$ cat config.mk
export PLATFORM = sky130hd
export DESIGN_NAME = timestamp_to_permutation_top
export DESIGN_NICKNAME = d
export VERILOG_FILES = /design/src/tsp_pkg.sv /design/src/timestamp_to_permutation_top.sv /design/src/tsp_reduce.sv /design/src/tsp_digit.sv
export SDC_FILE = /design/constraint.sdc
export NUM_CORES = 2
export LEC_CHECK = 0
export ABC_AREA = 1
export BUFFER_PORTS_ARGS = -buffer_cell sky130_fd_sc_hd__buf_4
export CAP_MARGIN = 20
export CORE_ASPECT_RATIO = 1.1
export CORE_UTILIZATION = 60
export CTS_CLUSTER_DIAMETER = 120
export DETAILED_ROUTE_END_ITERATION = 6
export PLACE_DENSITY_LB_ADDON = 0.08
export REMOVE_ABC_BUFFERS = 1
export SYNTH_ARGS = -nofsm -noshare
export SYNTH_HDL_FRONTEND = slang
export SYNTH_SLANG_ARGS = --single-unit
$ cat constraint.sdc
create_clock -name clk -period 15.1 [get_ports clk]
set_input_delay 2.265 -clock clk [delete_from_list [all_inputs] [get_ports clk]]
set_output_delay 2.265 -clock clk [all_outputs]
set_load 0.005 [all_outputs]
$ cat src/tsp_pkg.sv
package tsp_pkg;

  localparam int TS_W     = 32;
  localparam int RANK_W   = 16;
  localparam int SLOT_W   = 3;
  localparam int SLOT_CNT = 8;

  localparam logic [TS_W-1:0] BASE_TIME_RESET = 32'd1389040865;
  localparam logic [1:0]      BASE_TIME_ADDR  = 2'd0;

  typedef logic [SLOT_CNT-1:0][SLOT_W-1:0] slot_vec_t;

  typedef struct packed {
    logic [RANK_W-1:0]   rank;
    logic [RANK_W-1:0]   rem;
    logic [SLOT_CNT-1:0] used;
    slot_vec_t           slots;
  } perm_word_t;

  function automatic int fact(input int n);
    int f;
    f = 1;
    for (int k = 2; k <= n; k++) begin
      f = f * k;
    end
    return f;
  endfunction

endpackage

$ cat src/timestamp_to_permutation_top.sv
// Throughput is one word per cycle while out_ready is held high: four stages reduce
// the timestamp by reciprocal multiplication, then one stage per permutation position
// extracts a digit.
// Stalls back up through per-stage valid bits without losing or repeating a word.
// Reset is synchronous and active low; it empties the pipeline and restores base_time.
module timestamp_to_permutation_top #(
  parameter int NUM_ITEMS = 8
) (
  input  logic                               clk,
  input  logic                               rst_n,
  input  logic                               psel,
  input  logic                               penable,
  input  logic                               pwrite,
  input  logic [1:0]                         paddr,
  input  logic [31:0]                        pwdata,
  output logic [31:0]                        prdata,
  output logic                               pready,
  input  logic                               in_valid,
  output logic                               in_ready,
  input  logic [tsp_pkg::TS_W-1:0]           in_timestamp,
  output logic                               out_valid,
  input  logic                               out_ready,
  output logic [tsp_pkg::RANK_W-1:0]         out_rank,
  output logic [tsp_pkg::SLOT_W-1:0]         out_slot0,
  output logic [tsp_pkg::SLOT_W-1:0]         out_slot1,
  output logic [tsp_pkg::SLOT_W-1:0]         out_slot2,
  output logic [tsp_pkg::SLOT_W-1:0]         out_slot3,
  output logic [tsp_pkg::SLOT_W-1:0]         out_slot4,
  output logic [tsp_pkg::SLOT_W-1:0]         out_slot5,
  output logic [tsp_pkg::SLOT_W-1:0]         out_slot6,
  output logic [tsp_pkg::SLOT_W-1:0]         out_slot7
);

  logic [tsp_pkg::TS_W-1:0]   base_time_r;
  logic                       red_valid;
  logic                       red_ready;
  logic [tsp_pkg::RANK_W-1:0] red_rank;

  logic                       dig_valid [NUM_ITEMS+1];
  logic                       dig_ready [NUM_ITEMS+1];
  tsp_pkg::perm_word_t        dig_word  [NUM_ITEMS+1];

  assign pready = 1'b1;
  assign prdata = base_time_r;

  always_ff @(posedge clk) begin
    if (!rst_n) begin
      base_time_r <= tsp_pkg::BASE_TIME_RESET;
    end else if (psel && penable && pwrite && pready &&
                 (paddr == tsp_pkg::BASE_TIME_ADDR)) begin
      base_time_r <= pwdata;
    end
  end

  tsp_reduce #(
    .NUM_ITEMS (NUM_ITEMS)
  ) u_reduce (
    .clk          (clk),
    .rst_n        (rst_n),
    .in_valid     (in_valid),
    .in_ready     (in_ready),
    .in_timestamp (in_timestamp),
    .base_time    (base_time_r),
    .out_valid    (red_valid),
    .out_ready    (red_ready),
    .out_rank     (red_rank)
  );

  always_comb begin
    dig_word[0]       = '0;
    dig_word[0].rank  = red_rank;
    dig_word[0].rem   = red_rank;
  end
  assign dig_valid[0] = red_valid;
  assign red_ready    = dig_ready[0];

  for (genvar p = 0; p < NUM_ITEMS; p++) begin : g_digit
    tsp_digit #(
      .NUM_ITEMS (NUM_ITEMS),
      .POS       (p)
    ) u_digit (
      .clk       (clk),
      .rst_n     (rst_n),
      .in_valid  (dig_valid[p]),
      .in_ready  (dig_ready[p]),
      .in_word   (dig_word[p]),
      .out_valid (dig_valid[p+1]),
      .out_ready (dig_ready[p+1]),
      .out_word  (dig_word[p+1])
    );
  end

  assign dig_ready[NUM_ITEMS] = out_ready;
  assign out_valid = dig_valid[NUM_ITEMS];
  assign out_rank  = dig_word[NUM_ITEMS].rank;
  assign out_slot0 = dig_word[NUM_ITEMS].slots[0];
  assign out_slot1 = dig_word[NUM_ITEMS].slots[1];
  assign out_slot2 = dig_word[NUM_ITEMS].slots[2];
  assign out_slot3 = dig_word[NUM_ITEMS].slots[3];
  assign out_slot4 = dig_word[NUM_ITEMS].slots[4];
  assign out_slot5 = dig_word[NUM_ITEMS].slots[5];
  assign out_slot6 = dig_word[NUM_ITEMS].slots[6];
  assign out_slot7 = dig_word[NUM_ITEMS].slots[7];

endmodule

$ cat src/tsp_reduce.sv
module tsp_reduce #(
  parameter int NUM_ITEMS = 8
) (
  input  logic                        clk,
  input  logic                        rst_n,
  input  logic                        in_valid,
  output logic                        in_ready,
  input  logic [tsp_pkg::TS_W-1:0]    in_timestamp,
  input  logic [tsp_pkg::TS_W-1:0]    base_time,
  output logic                        out_valid,
  input  logic                        out_ready,
  output logic [tsp_pkg::RANK_W-1:0]  out_rank
);

  localparam int FACT      = tsp_pkg::fact(NUM_ITEMS);
  localparam int SHIFT     = tsp_pkg::TS_W + $clog2(FACT);
  localparam int RECIP_W   = tsp_pkg::TS_W + 1;
  localparam int PROD_W    = tsp_pkg::TS_W + RECIP_W;
  localparam int REM_W     = tsp_pkg::RANK_W + 1;
  localparam logic [63:0] RECIP_FULL = (64'd1 << SHIFT) / 64'(FACT);
  localparam logic [RECIP_W-1:0] RECIP = RECIP_FULL[RECIP_W-1:0];

  logic [3:0] v_r;
  logic [3:0] rdy;

  logic [tsp_pkg::TS_W-1:0]   diff1_r, diff2_r, diff3_r;
  logic [tsp_pkg::TS_W-1:0]   quo_r;
  logic [tsp_pkg::TS_W-1:0]   qd_r;
  logic [tsp_pkg::RANK_W-1:0] rank_r;

  logic [PROD_W-1:0]          prod;
  logic [tsp_pkg::TS_W-1:0]   diff_low;
  logic [REM_W-1:0]           rem17;

  assign rdy[3]   = !v_r[3] || out_ready;
  assign rdy[2]   = !v_r[2] || rdy[3];
  assign rdy[1]   = !v_r[1] || rdy[2];
  assign rdy[0]   = !v_r[0] || rdy[1];
  assign in_ready = rdy[0];

  assign prod     = PROD_W'(diff1_r) * PROD_W'(RECIP);
  assign diff_low = diff3_r - qd_r;
  assign rem17    = diff_low[REM_W-1:0];

  always_ff @(posedge clk) begin
    if (!rst_n) begin
      v_r <= '0;
    end else begin
      if (rdy[0]) v_r[0] <= in_valid;
      if (rdy[1]) v_r[1] <= v_r[0];
      if (rdy[2]) v_r[2] <= v_r[1];
      if (rdy[3]) v_r[3] <= v_r[2];
    end
  end

  always_ff @(posedge clk) begin
    if (rdy[0]) begin
      diff1_r <= in_timestamp - base_time;
    end
    if (rdy[1]) begin
      diff2_r <= diff1_r;
      quo_r   <= tsp_pkg::TS_W'(prod >> SHIFT);
    end
    if (rdy[2]) begin
      diff3_r <= diff2_r;
      qd_r    <= quo_r * tsp_pkg::TS_W'(FACT);
    end
    if (rdy[3]) begin
      if (rem17 >= REM_W'(FACT)) begin
        rank_r <= tsp_pkg::RANK_W'(rem17 - REM_W'(FACT));
      end else begin
        rank_r <= tsp_pkg::RANK_W'(rem17);
      end
    end
  end

  assign out_valid = v_r[3];
  assign out_rank  = rank_r;

endmodule

$ cat src/tsp_digit.sv
module tsp_digit #(
  parameter int NUM_ITEMS = 8,
  parameter int POS       = 0
) (
  input  logic                clk,
  input  logic                rst_n,
  input  logic                in_valid,
  output logic                in_ready,
  input  tsp_pkg::perm_word_t in_word,
  output logic                out_valid,
  input  logic                out_ready,
  output tsp_pkg::perm_word_t out_word
);

  localparam int F     = tsp_pkg::fact(NUM_ITEMS - 1 - POS);
  localparam int CMP_W = tsp_pkg::RANK_W + 1;
  localparam int CNT_W = $clog2(tsp_pkg::SLOT_CNT) + 1;

  logic                        v_r;
  tsp_pkg::perm_word_t         word_r;
  tsp_pkg::perm_word_t         word_nxt;
  logic [tsp_pkg::SLOT_CNT-1:0] ge;
  logic [tsp_pkg::RANK_W-1:0]  sub;
  logic [tsp_pkg::SLOT_W-1:0]  digit;
  logic [tsp_pkg::SLOT_W-1:0]  pick;
  logic [CNT_W-1:0]            cnt;

  assign in_ready = !v_r || out_ready;

  always_comb begin
    ge  = '0;
    sub = '0;
    for (int k = 1; k < tsp_pkg::SLOT_CNT; k++) begin
      ge[k] = {1'b0, in_word.rem} >= CMP_W'(k * F);
      if (ge[k]) begin
        sub = tsp_pkg::RANK_W'(k * F);
      end
    end
    digit = tsp_pkg::SLOT_W'($countones(ge));
  end

  always_comb begin
    cnt  = '0;
    pick = '0;
    for (int e = 0; e < tsp_pkg::SLOT_CNT; e++) begin
      if (!in_word.used[e]) begin
        if (cnt == {1'b0, digit}) begin
          pick = tsp_pkg::SLOT_W'(e);
        end
        cnt = cnt + 1'b1;
      end
    end
  end

  always_comb begin
    word_nxt             = in_word;
    word_nxt.rem         = in_word.rem - sub;
    word_nxt.used[pick]  = 1'b1;
    word_nxt.slots[POS]  = pick;
  end

  always_ff @(posedge clk) begin
    if (!rst_n) begin
      v_r <= 1'b0;
    end else if (in_ready) begin
      v_r <= in_valid;
    end
  end

  always_ff @(posedge clk) begin
    if (in_ready) begin
      word_r <= word_nxt;
    end
  end

  assign out_valid = v_r;
  assign out_word  = word_r;

endmodule

After elaboration in Yosys (flattened, before gate mapping) --
Cells that the tools add are included.
Word-level totals: bits of input ports 73, latch bits 0, memories 0, word-level logic and storage cells 565, memory bits (writable) 0, output and inout bits 75, memory bits (read-only) 0, register bits 557
Operators by class: equal/unequal tests 56, order comparisons 71, div/mod/pow operators 0, reductions and logical operators 35, muxes and demuxes 218, bitwise logic cells 6, add/sub/neg operators 100, multiply operators 2, shift operators 0
Operators with widths (count):
- 2-to-1 mux 3 bit | 102
- 2-to-1 mux 4 bit | 47
- greater-or-equal comparator 16 x 3 -> 1 bit (second input constant) | 11
- equality test 4 x 3 -> 1 bit | 42
- adder 4 x 1 -> 4 bit (second input constant) | 35
- greater-or-equal comparator 16 x 2 -> 1 bit (second input constant) | 5
- greater-or-equal comparator 16 x 4 -> 1 bit (second input constant) | 5
- greater-or-equal comparator 16 x 10 -> 1 bit (second input constant) | 4
- greater-or-equal comparator 16 x 5 -> 1 bit (second input constant) | 4
- greater-or-equal comparator 16 x 7 -> 1 bit (second input constant) | 4
- multiplier 32 x 28 -> 60 bit (second input constant) | 1
- adder 1 x 1 -> 2 bit | 24
- adder 3 bit | 16
- greater-or-equal comparator 16 x 12 -> 1 bit (second input constant) | 3
- greater-or-equal comparator 16 x 13 -> 1 bit (second input constant) | 3
- greater-or-equal comparator 16 x 15 -> 1 bit (second input constant) | 3
- greater-or-equal comparator 16 x 6 -> 1 bit (second input constant) | 3
- greater-or-equal comparator 16 x 8 -> 1 bit (second input constant) | 3
- OR 8 bit | 6
- 2-to-1 mux 15 bit | 3
- 2-to-1 mux 10 bit | 4
- 2-to-1 mux 13 bit | 3
- 2-to-1 mux 12 bit | 3
- greater-or-equal comparator 16 x 1 -> 1 bit (second input constant) | 2
- 39 further kinds | 152

Depth between registers and ports, before layout --
word-level depth 24, gate-level depth with buffers 31, depth with buffers taken out 31

Modules after synthesis --
A second synthesis with hierarchy kept.
Unflattened totals: cell total of the unflattened synthesis 5286, area total of the unflattened synthesis 48446.5 um2
By module, submodules not included:
- tsp_reduce | area an instance 17845.9 um2, cells each 2086, instances 1
- tsp_digit (g_digit[0].u_digit) | area an instance 4023.9 um2, cells each 453, instances 1
- tsp_digit (g_digit[1].u_digit) | area an instance 3951.3 um2, cells each 421, instances 1
- tsp_digit (g_digit[4].u_digit) | area an instance 3668.5 um2, cells each 385, instances 1
- tsp_digit (g_digit[3].u_digit) | area an instance 3636.0 um2, cells each 360, instances 1
- tsp_digit (g_digit[2].u_digit) | area an instance 3617.2 um2, cells each 373, instances 1
- tsp_digit (g_digit[7].u_digit) | area an instance 3524.6 um2, cells each 357, instances 1
- tsp_digit (g_digit[5].u_digit) | area an instance 3399.5 um2, cells each 337, instances 1
- tsp_digit (g_digit[6].u_digit) | area an instance 3393.3 um2, cells each 328, instances 1
- timestamp_to_permutation_top | area an instance 1386.3 um2, cells each 186, instances 1

Least setup slack after synthesis --
Ideal clock, no wire load.
path kind in2out, start in out_ready, end out in_ready, cell stages on the path 14, slack 5.389 ns, path buffers 0, arrival 7.446 ns, cells stage by stage nor2_1 -> inv_1 -> nor2_1 -> inv_2 -> nor2_2 -> nand2_2 -> nor2_4 -> nand2_2 -> nor2_4 -> nand2_2 -> nor2_4 -> nand2_2 -> nor2_4 -> nand2_1
On the way: word-level cells in the longest chain between the ends 12
Ends and longest elaborated chain:
- start, declared | RTL line timestamp_to_permutation_top.sv:22 | input logic out_ready,
- logical OR 1 bit | RTL line tsp_digit.sv:28 | assign in_ready = !v_r || out_ready;
- net g_digit[6].u_digit.out_ready | RTL line tsp_digit.sv:11 | input logic out_ready,
- logical OR 1 bit | RTL line tsp_digit.sv:28
- net g_digit[5].u_digit.out_ready | RTL line tsp_digit.sv:11
- logical OR 1 bit (2 in series) | RTL line tsp_digit.sv:28
- net g_digit[3].u_digit.out_ready | RTL line tsp_digit.sv:11
- logical OR 1 bit (2 in series) | RTL line tsp_digit.sv:28
- net g_digit[1].u_digit.out_ready | RTL line tsp_digit.sv:11
- logical OR 1 bit (2 in series) | RTL line tsp_digit.sv:28
- net g_digit[0].u_digit.in_ready | RTL line tsp_digit.sv:8 | output logic in_ready,
- logical OR 1 bit | RTL line tsp_reduce.sv:35 | assign rdy[3] = !v_r[3] || out_ready;
- logical OR 1 bit | RTL line tsp_reduce.sv:36 | assign rdy[2] = !v_r[2] || rdy[3];
- net u_reduce.rdy[2] | RTL line tsp_reduce.sv:24 | logic [3:0] rdy;
- logical OR 1 bit | RTL line tsp_reduce.sv:37 | assign rdy[1] = !v_r[1] || rdy[2];
- logical OR 1 bit | RTL line tsp_reduce.sv:38 | assign rdy[0] = !v_r[0] || rdy[1];
- end, declared | RTL line timestamp_to_permutation_top.sv:19 | output logic in_ready,
The timed path passes the listed nets, and every way through them passes these cells.

Worst setup path in the final report --
Same ends and word-level chain as after synthesis.

==> out/results.txt <==
Average size of a mapped cell = 9.325 um^2
CTS H-tree lvls = 2
Post-route DRC = 0
Reg-to-Reg End = u_reduce.quo_r[2]$_DFFE_PP_
Initial antenna violation count = 0
Netlist cell types = 65
Yosys warnings = 0
Routed len/inst = 15.46 um
Max capacitance violation total = 0
Cts bufs inserted = 57
Number of gates resized after CTS = 0
Via density = 5.254
R2R depth = 23
Cells after synthesis = 4421
Largest net degree at the start of global routing = 59
Rows = 100
Nets = 5384
CTS Root Cell = clkbuf_16
Setup bufs post-CTS = 0
Worst setup path endpoint = in_ready
Port bufs = 146
Clock Path Buffers = 3
Post-synthesis sequential area ratio = 37.83%
Drt first-iter violations = 1328
TritonRoute pass-1 iters = 5
EDFF count, synth = 490
Crit path max fanout = 42
Status = complete, no violations
Final ANT Viol Nets = 0
Flop2flop setup slack = 8.97 ns
Cts hold-fix bufs = 0
Max-slew headroom = 37.80%
Total number of vias = 29120
Overall routing resource usage = 25.13%
Fmax = 128.2 MHz
Final worst-path cycle share = 51.66%
Worst-path clk slew = 0.06 ns
CP startpoint = out_ready
Final WL = 85.67 mm
Core box area = 0.06782 mm^2
Count of final setup violators = 0
CTS tree = yes
Yosys reg bits = 534
Required time worst endpoint = 12.84 ns
Vias in the first global route = 29070
WP data arrival = 5.54 ns
Slew of the pin with the lowest slew margin = 0.9298 ns
I/O pin total = 148
First-pass GRT wire length = 140.4 mm
Starting Density = 60.79%
Final min period = 7.800 ns
Setup crit end kind = output port
Critical path type = in2out
Clk Latency, worst-skew pair = 0.64 ns
Die W = 251.9 um
Area delta synth->final = 9.326%
DPL Wire Length = 70.81 mm
Async SR Flop Fraction = 0%
Setup Skew = 0.03731 ns
Top_reg_cell synth = edfxtp_1
Final setup TNS = 0 ns
Global route overflow = 0
RSZ-0062 raised after global routing = false
Pins over their slew limit = 0
Ratio of cells with drive above 1 in the final layout = 7.785%
Hold WC Path Type = reg2reg
Routability congestion estimate = 0.9339
Setup crit start kind = input pin
Final Hold Fails = 0
Die Y = 276.9 um
Die Area = 0.06977 mm^2
Clk sinks = 534
Reg2reg start = u_reduce.diff1_r[9]$_DFFE_PP_
Ant. Diodes = 0
Cell Area, Synth = 0.04123 mm^2
==> synth_stat cells, types with 8 or more instances <==
master,instances,area (um^2)
nor3_1,44,220.2
inv_1,892,3348
o21a_1,11,82.58
nand2_2,31,193.9
buf_4,41,307.8
xor2_1,131,1147
inv_2,20,75.07
or2_2,23,143.9
and2_1,11,68.82
a31oi_1,16,100.1
xnor2_1,61,534.3
o21ai_1,20,100.1
o21bai_1,10,75.07
nor4_1,22,137.6
a21oi_1,215,1076
a21o_1,9,67.56
nand4_1,58,362.9
a21boi_0,8,60.06
clkbuf_1,15,56.30
o211ai_1,24,180.2
ha_1,521,6519
dfxtp_1,44,880.8
nand3b_1,13,97.59
o21ai_0,126,630.6
nor2_1,290,1089
nand2_1,762,2860
nand3_2,8,80.08
fa_1,212,4244
nand3_1,215,1076
edfxtp_1,490,14710
==> sequential cells by signal, indices dropped and copies added (netlist names) <==
name                       cells
prdata                        32
u_reduce.qd_r                 10
g_digit.u_digit.out_word     388
u_reduce.v_r                   4
u_reduce.diff2_r              17
u_reduce.diff1_r              32
u_reduce.quo_r                10
u_reduce.out_rank             16
u_reduce.diff3_r              17
g_digit.u_digit.out_valid      8
==> final cells by class <==
type	instances	area, um^2
Timing Repair Buffer	156	1179
Tap cell	918	1149
Fill cell	5647	22740
Sequential cell	534	15600
Clock inverter	40	404.1
Inverter	916	3438
Multi-Input combinational cell	2913	21820
Clock buffer	65	1486
==> cell usage in the layout (no fill, tap or decap), drive strengths merged, types with 10 or more instances in the layout <==
cell type,n
fa,212
nand3b,13
nor4,22
nor3,44
clkinv,31
buf,156
clkbuf,65
xor2,133
xnor2,61
nand3,223
a21oi,218
inv,913
a31oi,17
dfxtp,44
nor2,300
o211ai,24
or2,25
o21a,11
edfxtp,490
nand4,58
o21ai,152
o21bai,10
nand2,794
and2,11
ha,521
==> per-layer routing <==
| metal | GRT usage, % | wire length, um | up-vias |
|---|---|---|---|
| met4 | 9.728 | 3432 | 0 |
| met1 | 29.45 | 34860 | 13650 |
| met5 | 0 | 0 | - |
| met2 | 46.66 | 44530 | 522 |
| li1 | - | - | 14780 |
| met3 | 2.754 | 2844 | 167 |
==> worst max-delay path, cell delays in order <==
cell and delay (ns):
buf_4 0.11, nor2_1 0.12, inv_2 0.04, buf_4 0.27
nor2_1 0.18, inv_2 0.09, nor2_2 0.17, nand2_2 0.10
nor2_4 0.12, nand2_2 0.08, nor2_4 0.11, nand2_2 0.53
nor2_4 0.30, nand2_2 0.46, nor2_4 0.26, nand2_1 0.14
buf_4 0.16
==> stage by stage <==
stage          instances  hold slack [ns]  util (%)  area [um^2]  setup WS, ns
3_3_place_gp        5436           0.4002     63.65        43170         7.291
2_1_floorplan       4363           0.4003         -        40850         5.389
6_report            5542           0.4020     66.46        45070         7.300
4_1_cts             5541           0.3952     66.44        45060         7.243
3_5_place_dp        5436           0.4045     63.65        43170         7.239
5_1_grt             5542           0.3968     66.46        45070         6.922
==> logic make-up after synthesis <==
group,after synthesis,share of synthesized area [%]
AND/OR/NAND/NOR,1501,15.84
buffers and inverters,974,9.244
adder cells (fa/ha/maj),733,26.11
flip-flops,534,37.83
AO/OA/AOI/OAI,481,6.628
XOR/XNOR,197,4.349
other,1,0.009096
==> how the worst min path moves through the flow <==
stage / startpoint / end / depth (start not counted)
CTS: g_digit[0].u_digit.out_word[55]$_DFFE_PP_ / g_digit[1].u_digit.out_word[55]$_DFFE_PP_ / 0
global route: g_digit[6].u_digit.out_word[6]$_DFFE_PP_ / g_digit[7].u_digit.out_word[6]$_DFFE_PP_ / 0
detailed placement: g_digit[1].u_digit.out_word[2]$_DFFE_PP_ / g_digit[2].u_digit.out_word[2]$_DFFE_PP_ / 0
finish: g_digit[6].u_digit.out_word[6]$_DFFE_PP_ / g_digit[7].u_digit.out_word[6]$_DFFE_PP_ / 0
floorplan: u_reduce.out_rank[0]$_DFFE_PP_ / g_digit[0].u_digit.out_word[32]$_DFFE_PP_ / 0
global placement: g_digit[6].u_digit.out_word[19]$_DFFE_PP_ / g_digit[7].u_digit.out_word[19]$_DFFE_PP_ / 0
Power is not shown: default switching activity piles up to over one toggle a cycle in this logic, so the estimate is an artifact.
